`src/rtl/dpsq_pkg.sv`:
```
`timescale 1ns / 1ps

package dpsq_pkg;

  localparam int NUM_W      = 32;
  localparam int AMT_W      = 20;
  localparam int IN_DATA_W  = 24;
  localparam int OUT_DATA_W = 32;
  localparam int CODE_W     = 2;

  typedef enum logic [CODE_W-1:0] {
    OP_ARRIVE        = 2'd0,
    OP_SERVE_OLDEST  = 2'd1,
    OP_SERVE_RICHEST = 2'd2
  } op_e;

  typedef enum logic [CODE_W-1:0] {
    ST_SERVED   = 2'd0,
    ST_ACCEPTED = 2'd1,
    ST_EMPTY    = 2'd2,
    ST_FULL     = 2'd3
  } status_e;

  typedef enum logic [1:0] {
    FSM_IDLE,
    FSM_SCAN,
    FSM_FIN
  } fsm_e;

  typedef struct packed {
    logic             mark;
    logic [AMT_W-1:0] amount;
  } slot_t;

endpackage

```
`src/rtl/dpsq_ram.sv`:
```
`timescale 1ns / 1ps

module dpsq_ram #(
  parameter int DEPTH = 64,
  parameter int AW    = 6
) (
  input  logic            clk_i,
  input  logic            we_i,
  input  logic [AW-1:0]   waddr_i,
  input  dpsq_pkg::slot_t wdata_i,
  input  logic [AW-1:0]   raddr_i,
  output dpsq_pkg::slot_t rdata_o
);
  import dpsq_pkg::*;

  slot_t mem [DEPTH];
  slot_t rdata_q;

  always_ff @(posedge clk_i) begin
    if (we_i) begin
      mem[waddr_i] <= wdata_i;
    end
    rdata_q <= mem[raddr_i];
  end

  assign rdata_o = rdata_q;

endmodule

```
`src/rtl/dpsq_scan.sv`:
```
`timescale 1ns / 1ps

module dpsq_scan #(
  parameter int OW = 7
) (
  input  logic            clk_i,
  input  logic            rst_ni,
  input  logic            clr_i,
  input  logic            vld_i,
  input  logic [OW-1:0]   off_i,
  input  dpsq_pkg::slot_t entry_i,
  output logic [OW-1:0]   best_off_o,
  output logic            first_found_o,
  output logic [OW-1:0]   first_off_o
);
  import dpsq_pkg::*;

  logic             found_q, found_d;
  logic             ffound_q, ffound_d;
  logic [AMT_W-1:0] best_amt_q, best_amt_d;
  logic [OW-1:0]    best_off_q, best_off_d;
  logic [OW-1:0]    first_q, first_d;

  always_comb begin
    found_d    = found_q;
    ffound_d   = ffound_q;
    best_amt_d = best_amt_q;
    best_off_d = best_off_q;
    first_d    = first_q;
    if (clr_i) begin
      found_d  = 1'b0;
      ffound_d = 1'b0;
    end else if (vld_i && entry_i.mark) begin
      // strict compare keeps the lowest number on a tie
      if (!found_q || (entry_i.amount > best_amt_q)) begin
        found_d    = 1'b1;
        best_amt_d = entry_i.amount;
        best_off_d = off_i;
      end
      // first waiting entry behind the oldest one
      if ((off_i != '0) && !ffound_q) begin
        ffound_d = 1'b1;
        first_d  = off_i;
      end
    end
  end

  always_ff @(posedge clk_i or negedge rst_ni) begin
    if (!rst_ni) begin
      found_q  <= 1'b0;
      ffound_q <= 1'b0;
    end else begin
      found_q  <= found_d;
      ffound_q <= ffound_d;
    end
  end

  always_ff @(posedge clk_i) begin
    best_amt_q <= best_amt_d;
    best_off_q <= best_off_d;
    first_q    <= first_d;
  end

  assign best_off_o    = best_off_q;
  assign first_found_o = ffound_q;
  assign first_off_o   = first_q;

endmodule

```
`src/rtl/dual_policy_service_queue_top.sv`:
```
`timescale 1ns / 1ps

// Service queue with two removal policies over one ring of DEPTH slots held in a
// single-port-read synchronous RAM. Operation code in s_axis_tuser: arrival stores
// the amount under the next arrival number (starting at 1, wrapping at 32 bits),
// serve-oldest removes the lowest waiting number, serve-richest removes the
// greatest amount (ties to the lowest number). One result beat per input beat:
// served number in m_axis_tdata (zero unless served) and status in m_axis_tuser.
// An arrival, a refused arrival, a serve on an empty store or an unused code
// is answered straight from the idle state. A serve reads every slot of the
// waiting window (at most DEPTH slots) once through the RAM read port, which
// also finds the next oldest entry, then writes the removal back. One item is in
// work at a time; the input is taken while the block is idle and the result
// register is free or draining. No clearing pass after reset: only slots inside
// the window are ever scanned, and each of them was written by its arrival.
module dual_policy_service_queue_top #(
  parameter int DEPTH = 64
) (
  input  logic                            clk_i,
  input  logic                            rst_ni,
  input  logic                            s_axis_tvalid,
  output logic                            s_axis_tready,
  input  logic [dpsq_pkg::IN_DATA_W-1:0]  s_axis_tdata,  // [19:0] amount, [23:20] zero
  input  logic [dpsq_pkg::CODE_W-1:0]     s_axis_tuser,  // [1:0] operation
  output logic                            m_axis_tvalid,
  input  logic                            m_axis_tready,
  output logic [dpsq_pkg::OUT_DATA_W-1:0] m_axis_tdata,  // [31:0] served_number
  output logic [dpsq_pkg::CODE_W-1:0]     m_axis_tuser   // [1:0] status
);
  import dpsq_pkg::*;

  localparam int AW = $clog2(DEPTH);
  localparam int OW = $clog2(DEPTH + 1);
  localparam logic [OW-1:0] DEPTH_OFF = OW'(DEPTH);

  function automatic logic [AW-1:0] slot_of(input logic [AW-1:0] base,
                                            input logic [OW-1:0] off);
    logic [OW:0] s;
    s = (OW+1)'(base) + (OW+1)'(off);
    if (s >= (OW+1)'(DEPTH)) begin
      s = s - (OW+1)'(DEPTH);
    end
    return s[AW-1:0];
  endfunction

  fsm_e             state_q, state_d;
  logic [NUM_W-1:0] next_q, next_d;
  logic [NUM_W-1:0] oldest_q, oldest_d;
  logic [AW-1:0]    oslot_q, oslot_d;
  logic [OW-1:0]    span_q, span_d;
  logic             rich_q, rich_d;
  logic [OW-1:0]    rd_off_q, rd_off_d;
  logic             pvld_q, pvld_d;
  logic [OW-1:0]    poff_q, poff_d;
  logic             out_vld_q, out_vld_d;
  logic [NUM_W-1:0] out_num_q, out_num_d;
  status_e          out_st_q, out_st_d;

  logic [NUM_W-1:0] diff;
  logic [OW-1:0]    span_w;
  logic             out_free;
  logic             in_acc;
  op_e              op;
  logic [OW-1:0]    best;

  logic             mem_we;
  logic [AW-1:0]    mem_waddr;
  slot_t            mem_wdata;
  logic [AW-1:0]    mem_raddr;
  slot_t            mem_rdata;

  logic             scan_clr;
  logic [OW-1:0]    scan_best;
  logic             scan_ffound;
  logic [OW-1:0]    scan_first;

  // window never exceeds DEPTH, so the low bits of the difference hold the span
  assign diff     = next_q - oldest_q;
  assign span_w   = diff[OW-1:0];
  assign out_free = !out_vld_q || m_axis_tready;
  assign op       = op_e'(s_axis_tuser);

  assign s_axis_tready = (state_q == FSM_IDLE) && out_free;
  assign in_acc        = s_axis_tvalid && s_axis_tready;
  assign mem_raddr     = slot_of(oslot_q, rd_off_q);

  always_comb begin
    state_d   = state_q;
    next_d    = next_q;
    oldest_d  = oldest_q;
    oslot_d   = oslot_q;
    span_d    = span_q;
    rich_d    = rich_q;
    rd_off_d  = rd_off_q;
    pvld_d    = 1'b0;
    poff_d    = poff_q;
    out_vld_d = out_vld_q;
    out_num_d = out_num_q;
    out_st_d  = out_st_q;
    mem_we    = 1'b0;
    mem_waddr = slot_of(oslot_q, span_w);
    mem_wdata = '0;
    scan_clr  = 1'b0;
    best      = '0;

    if (out_vld_q && m_axis_tready) begin
      out_vld_d = 1'b0;
    end

    case (state_q)
      FSM_IDLE: begin
        if (in_acc) begin
          case (op)
            OP_ARRIVE: begin
              out_vld_d = 1'b1;
              out_num_d = '0;
              if (span_w >= DEPTH_OFF) begin
                out_st_d = ST_FULL;
              end else begin
                mem_we           = 1'b1;
                mem_wdata.mark   = 1'b1;
                mem_wdata.amount = s_axis_tdata[AMT_W-1:0];
                next_d           = next_q + 1'b1;
                out_st_d         = ST_ACCEPTED;
              end
            end
            OP_SERVE_OLDEST, OP_SERVE_RICHEST: begin
              if (span_w == '0) begin
                out_vld_d = 1'b1;
                out_num_d = '0;
                out_st_d  = ST_EMPTY;
              end else begin
                span_d   = span_w;
                rich_d   = (op == OP_SERVE_RICHEST);
                rd_off_d = '0;
                scan_clr = 1'b1;
                state_d  = FSM_SCAN;
              end
            end
            default: begin
              out_vld_d = 1'b1;
              out_num_d = '0;
              out_st_d  = ST_EMPTY;
            end
          endcase
        end
      end
      FSM_SCAN: begin
        poff_d = rd_off_q;
        if (rd_off_q != span_q) begin
          pvld_d   = 1'b1;
          rd_off_d = rd_off_q + 1'b1;
        end else if (!pvld_q) begin
          state_d = FSM_FIN;
        end
      end
      FSM_FIN: begin
        if (out_free) begin
          best      = rich_q ? scan_best : '0;
          mem_we    = 1'b1;
          mem_waddr = slot_of(oslot_q, best);
          out_vld_d = 1'b1;
          out_num_d = oldest_q + NUM_W'(best);
          out_st_d  = ST_SERVED;
          // removing the oldest entry moves the window start to the next waiter, or to the next number if none waits
          if (best == '0) begin
            if (scan_ffound) begin
              oldest_d = oldest_q + NUM_W'(scan_first);
              oslot_d  = slot_of(oslot_q, scan_first);
            end else begin
              oldest_d = next_q;
              oslot_d  = slot_of(oslot_q, span_q);
            end
          end
          state_d = FSM_IDLE;
        end
      end
      default: begin
        state_d = FSM_IDLE;
      end
    endcase
  end

  always_ff @(posedge clk_i or negedge rst_ni) begin
    if (!rst_ni) begin
      state_q   <= FSM_IDLE;
      next_q    <= NUM_W'(1);
      oldest_q  <= NUM_W'(1);
      oslot_q   <= '0;
      pvld_q    <= 1'b0;
      out_vld_q <= 1'b0;
    end else begin
      state_q   <= state_d;
      next_q    <= next_d;
      oldest_q  <= oldest_d;
      oslot_q   <= oslot_d;
      pvld_q    <= pvld_d;
      out_vld_q <= out_vld_d;
    end
  end

  always_ff @(posedge clk_i) begin
    span_q    <= span_d;
    rich_q    <= rich_d;
    rd_off_q  <= rd_off_d;
    poff_q    <= poff_d;
    out_num_q <= out_num_d;
    out_st_q  <= out_st_d;
  end

  dpsq_ram #(
    .DEPTH (DEPTH),
    .AW    (AW)
  ) u_ram (
    .clk_i   (clk_i),
    .we_i    (mem_we),
    .waddr_i (mem_waddr),
    .wdata_i (mem_wdata),
    .raddr_i (mem_raddr),
    .rdata_o (mem_rdata)
  );

  dpsq_scan #(
    .OW (OW)
  ) u_scan (
    .clk_i         (clk_i),
    .rst_ni        (rst_ni),
    .clr_i         (scan_clr),
    .vld_i         (pvld_q),
    .off_i         (poff_q),
    .entry_i       (mem_rdata),
    .best_off_o    (scan_best),
    .first_found_o (scan_ffound),
    .first_off_o   (scan_first)
  );

  assign m_axis_tvalid = out_vld_q;
  assign m_axis_tdata  = out_num_q;
  assign m_axis_tuser  = out_st_q;

endmodule

```
`config.mk`:
```
export PLATFORM = sky130hd
export DESIGN_NAME = dual_policy_service_queue_top
export DESIGN_NICKNAME = d
export VERILOG_FILES = /design/src/rtl/dpsq_pkg.sv /design/src/rtl/dpsq_ram.sv /design/src/rtl/dpsq_scan.sv /design/src/rtl/dual_policy_service_queue_top.sv
export SDC_FILE = /design/constraint.sdc
export NUM_CORES = 1
export LEC_CHECK = 0
export ABC_AREA = 1
export CAP_MARGIN = 20
export CELL_PAD_IN_SITES_DETAIL_PLACEMENT = 1
export CELL_PAD_IN_SITES_GLOBAL_PLACEMENT = 1
export CORE_MARGIN = 2
export CORE_UTILIZATION = 47
export DETAILED_ROUTE_END_ITERATION = 8
export DONT_BUFFER_PORTS = 1
export HOLD_SLACK_MARGIN = 0.1
export PLACE_DENSITY_LB_ADDON = 0.05
export SLEW_MARGIN = 20
export SYNTH_ARGS = -nofsm -noshare
export SYNTH_HDL_FRONTEND = slang
export SYNTH_HIERARCHICAL = 1
export SYNTH_SLANG_ARGS = --single-unit
```
`constraint.sdc`:
```
create_clock -name clk_i -period 4.7 [get_ports clk_i]
set_input_delay 0.94 -clock clk_i [delete_from_list [all_inputs] [get_ports clk_i]]
set_output_delay 0.94 -clock clk_i [all_outputs]
set_load 0.05 [all_outputs]
```
Word level (Yosys, flattened, before mapping) --
Memories as Yosys holds them, arrays and structs flattened. A register that Yosys moved wholly into a read port is not among the register bits. Index checks and enable logic that the tools add are counted.
Word-level totals: memory bits (writable) 1344, bits of input ports 30, logic and storage cells 148, memories 1, bits in registers 166, output and inout port bits 36
Memories:
- u_ram.mem | words 64, width 21, rd ports 1, clocked after Yosys merged registers in 1, wr ports 1, RTL line dpsq_ram.sv:16 | slot_t mem [DEPTH];
Operators by class: muxes and demuxes 61, order comparisons 7, bitwise operators 3, eq/ne operators 13, $add $sub $neg 15, reductions and logical operators 31
Operator list (count):
- two-way mux 32 bit | 5
- two-way mux 21 bit | 4
- adder 32 x 7 -> 32 bit | 2
- one-hot mux 32 bit (2 select lines) | 1
- two-way mux 6 bit | 8
- adder 6 x 7 -> 8 bit | 5
- greater-or-equal comparator 8 x 7 -> 1 bit (second input constant) | 5
- two-way mux 7 bit | 5
- adder 32 x 1 -> 32 bit (second input constant) | 1
- subtractor 6 x 1 -> 6 bit (second input constant) | 5
- two-way mux 1 bit | 23
- greater-than comparator 20 bit | 1
- two-way mux 2 bit | 9
- zero test 7 bit | 2
- one-hot mux 7 bit (2 select lines) | 1
- inequality test 2 bit (second input constant) | 6
- AND reduction 4 bit | 3
- nonzero test 2 bit | 5
- AND reduction 3 bit | 3
- one-hot mux 2 bit (2 select lines) | 2
- adder 7 x 1 -> 7 bit (second input constant) | 1
- greater-or-equal comparator 7 bit (second input constant) | 1
- inequality test 7 bit | 1
- nonzero test 7 bit | 1
- 16 further kinds | 30

Logic depth before layout (Yosys ltp) --
word-level depth 8, depth in mapped cells 22, gate-level depth less buffers 22

Modules after synthesis --
The synthesis kept the hierarchy.
By module, submodules not included:
- dpsq_ram | times used 1, area each 54801.3 um2, cells each 4604, sequential area each 40779.1 um2
- dual_policy_service_queue_top | times used 1, area each 9587.9 um2, cells each 1342, sequential area each 3535.9 um2
- dpsq_scan | times used 1, area each 1695.4 um2, cells each 139, sequential area each 1071.0 um2

Least setup slack after synthesis --
No wires, ideal clock.
path kind reg-to-reg, start reg next_q[0], end mem u_ram/mem[61][0] (netlist name) (enable), cell stages (with the launch flop) 17, setup slack 73 ps, required time 4275 ps, buffers on the path 0, library setup time 425 ps, arrival time 4202 ps, period minus slack after synthesis 4627 ps, cell sequence dfstp_2 > inv_1 > ha_1 > inv_1 > fa_1 > fa_1 > nand2_1 > nand2_1 > a21oi_1 > inv_1 > a21oi_1 > o21ai_0 > o21ai_0 > nand2_1 > inv_1 > nand2_1 > nor3_1
RTL lines:
- from (decl) | RTL line dual_policy_service_queue_top.sv:47 | logic [NUM_W-1:0] next_q, next_d;
- from (signal assigned) | RTL line dual_policy_service_queue_top.sv:194 | next_q <= next_d;
- subtractor 7 bit (*) | RTL line dual_policy_service_queue_top.sv:78 | assign diff = next_q - oldest_q;
- named net diff[1] | RTL line dual_policy_service_queue_top.sv:59 | logic [NUM_W-1:0] diff;
- adder 6 x 7 -> 8 bit (*) | RTL line dual_policy_service_queue_top.sv:39 | s = (OW+1)'(base) + (OW+1)'(off);
- greater-or-equal comparator 8 x 7 -> 1 bit / subtractor 6 x 1 -> 6 bit (equally long branches) | RTL line dual_policy_service_queue_top.sv:40, dual_policy_service_queue_top.sv:41
- two-way mux 6 bit (*) | RTL line dual_policy_service_queue_top.sv:40 | if (s >= (OW+1)'(DEPTH)) begin
- two-way mux 6 bit | RTL line dual_policy_service_queue_top.sv:158 | if (out_free) begin
- two-way mux 6 bit (*) | RTL line dual_policy_service_queue_top.sv:110 | case (state_q)
- named net mem_waddr[4] | RTL line dual_policy_service_queue_top.sv:67 | logic [AW-1:0] mem_waddr;
- to (decl) | RTL line dpsq_ram.sv:16
The timed path passes the listed nets; every way through them passes the cells marked *.

Worst setup path in the final report --
start reg next_q[0], end mem u_ram/mem[4][14] (netlist name) (enable)
Same word-level chain as after synthesis.

==> flow_metrics.env <==
export IMPL_fp_dieW_um=379
export IMPL_rsz0062_at_grt="no"
export IMPL_cts_buffers=167
export IMPL_clock_latency_ns=0.82
export IMPL_routed_wirelength_um=203000
export IMPL_synthesis_nets=6186
export IMPL_antenna_found_initial=10
export IMPL_maxCapViolCount=0
export IMPL_hpwl_um=121000
export IMPL_grt_max_degree=179
export IMPL_cts_sinks=1531
export IMPL_r2r_slack_ns=0.30
export IMPL_min_from="s_axis_tuser[1]"
export IMPL_synth_warnings=6
export IMPL_path_max_fanout=14
export IMPL_holdPathEnd="rich_q$_DFFE_PP_"
export IMPL_synth_compound_area_share_pct=1.40
export IMPL_whs_path_depth=1
export IMPL_fmaxAchievable_ghz=0.227
export IMPL_port_buffers=0
export IMPL_clk_pin_slew_ns=0.06
export IMPL_grt_pass1_vias=47200
export IMPL_final_common_cell="nand2_1"
export IMPL_seq_area_frac_synth_pct=68.7
export IMPL_synth_area_sq_mm=0.0661
export IMPL_synth_edf_count=1434
export IMPL_avgRoutedWirePerCell_um=24.9
export IMPL_postCtsSetupBuffers=0
export IMPL_max_slew_margin_rel_pct=29.2
export IMPL_r2r_cells=13
export IMPL_startpoint_type="register"
export IMPL_period_minus_slack_ns=4.40
export IMPL_grt_first_pass_wirelength_um=302000
export IMPL_syn_inst=6085
export IMPL_end_kind="register"
export IMPL_finalNetCount=6227
export IMPL_status="completed"
export IMPL_tns_ns=0
export IMPL_synth_adder_area_share_pct=1.42
export IMPL_clockBufferDepth=3
export IMPL_drive_above_1_share_pct=9.20
export IMPL_viasPerCell=5.66
export IMPL_async_flop_share_pct=4.96
export IMPL_final_antenna_net_count=0
export IMPL_synthSimpleGateAreaFrac_pct=23.7
export IMPL_path_class="register to register"
export IMPL_tightest_slew_ns=1.06
export IMPL_htreeDepth=4
export IMPL_num_rows=137
export IMPL_ys_seq_elements=1531
export IMPL_hold_violations=0
export IMPL_cts_tree="done"
export IMPL_fin_crit_sh_pct=93.7
export IMPL_synth_cell_types=50
export IMPL_synth_top_family_by_area="simple AND/OR/NAND/NOR gates"
export IMPL_initial_core_util_pct=47.4
export IMPL_vias=46100
export IMPL_gp_congestion=0.863
export IMPL_drt_iter0_drc=4191
export IMPL_worstReg2RegEnd="u_ram/mem[4][14]$_DFFE_PP_"
export IMPL_dieArea_sq_mm=0.144
export IMPL_timing_final_max_slew_violations=0
export IMPL_setup_viol=0
export IMPL_synth_mux_area_share_pct=0
export IMPL_synthXorXnorAreaFrac_pct=0.729
export IMPL_final_cell_mix="2,138 x nand2_1, 1,434 x edfxtp_1, 1,247 x nand3_1"
export IMPL_grt_overflow=0
export IMPL_worstPathArrival_ns=4.88
export IMPL_r2r_start="next_q[0]$_DFFE_PN1P_"
export IMPL_io_pin_count=66
export IMPL_first_pass_iters=7
export IMPL_synth_ff_type="edfxtp_1"
export IMPL_skew_ns=0.0413
export IMPL_drc_errors=0
export IMPL_coreArea_sq_mm=0.140
export IMPL_syn_area_per_cell_sq_um=10.9
export IMPL_fp_dieH_um=379
export IMPL_cp_required_ns=5.18
export IMPL_root_buffer="clkbuf_16"
export IMPL_hold_class="primary input to register"
export IMPL_track_usage_pct=28.5
export IMPL_area_growth_pct=13.4
==> worst max-delay path: stages, from the launching register on <==
cell	delay, ns
dfstp_2	0.57
inv_1	0.09
ha_1	0.20
inv_1	0.10
fa_1	0.52
fa_1	0.45
xnor2_1	0.15
o21ai_1	0.43
inv_1	0.17
nor3_1	0.37
nand2_1	0.32
buf_4	0.28
nor2_2	0.11
buf_4	0.32
==> cells in the mapped netlist, types with 18 or more instances <==
cell type     n  share of area, %
nor3_1       34              0.26
buf_6        19              0.32
clkbuf_1     75              0.43
ha_1         64               1.2
o21ai_0      55              0.42
xor2_1       45              0.60
edfxtp_1   1434                65
buf_4        45              0.51
nand4_1      18              0.17
a21oi_1      81              0.61
nand3_1    1247               9.4
buf_2       155               1.2
inv_1       240               1.4
buf_1        29              0.16
nor2_1      193               1.1
dfxtp_1      21              0.64
dfrtp_1      74               2.8
nand2_1    2138                12
==> kinds of logic after synthesis <==
logic type | after synthesis
adder cells (fa/ha/maj) | 71
buffers and inverters | 574
AO/OA/AOI/OAI | 173
AND/OR/NAND/NOR | 3681
flip-flops | 1531
XOR/XNOR | 55
==> flip-flops by register name, indices dropped and copies added, names as in the netlist, 20 cells and up <==
| name | count |
|---|---|
| u_ram/rdata_o | 21 |
| u_ram/mem | 1344 |
| next_q | 32 |
| m_axis_tdata | 32 |
| u_scan/best_amt_q | 20 |
| oldest_q | 32 |
==> through the flow <==
step	setup WS [ns]	util, %	hold slack, ns	std cells	cell area [sq um]
floorplan	0.0727	-	0.408	6085	66100
CTS	0.0674	53.7	0.335	8136	75000
global placement	0.190	49.8	0.416	7831	69500
detailed placement	0.0987	49.8	0.425	7831	69500
finish	0.298	53.7	0.397	8139	75000
global route	0.126	53.7	0.365	8136	75000
==> what timing repair did <==
action                     CTS  global route
resized for setup            0             1
hold buffers                 2             0
setup endpoints to repair    0            77
hold endpoints to repair    76             0
==> worst max-delay path by stage <==
| stage | from | to | slack [ns] | cells past startpoint |
|---|---|---|---|---|
| global route | next_q[0]$_DFFE_PN1P_ | u_ram/mem[4][14]$_DFFE_PP_ | 0.13 | 13 |
| floorplan | next_q[0]$_DFFE_PN1P_ | u_ram/mem[61][0]$_DFFE_PP_ | 0.07 | 16 |
| detailed placement | next_q[0]$_DFFE_PN1P_ | u_ram/mem[4][20]$_DFFE_PP_ | 0.1 | 13 |
| global placement | next_q[0]$_DFFE_PN1P_ | u_ram/mem[4][10]$_DFFE_PP_ | 0.19 | 13 |
| CTS | next_q[0]$_DFFE_PN1P_ | u_ram/mem[4][14]$_DFFE_PP_ | 0.07 | 13 |
| finish | next_q[0]$_DFFE_PN1P_ | u_ram/mem[4][14]$_DFFE_PP_ | 0.30 | 13 |
==> layer usage <==
layer	up-vias	wire, um	part of all wire (%)	GRT usage, %
met3	291	10500	5.2	3.84
li1	21000	-	-	-
met5	-	12	0.0059	0
met1	23500	89000	44	39.5
met4	2	6540	3.2	9.77
met2	1191	96900	48	46.3
==> final cells by class <==
cell class	count	area, sq um
Antenna cell	3	7.51
Clock buffer	221	4490
Clock inverter	82	876
Fill cell	14700	64600
Inverter	251	981
Multi-Input combinational cell	3980	18400
Sequential cell	1531	45400
Tap cell	1876	2350
Timing Repair Buffer	195	2440
Power is not shown: default switching activity piles up to over one toggle a cycle in this logic, so the estimate is an artifact.
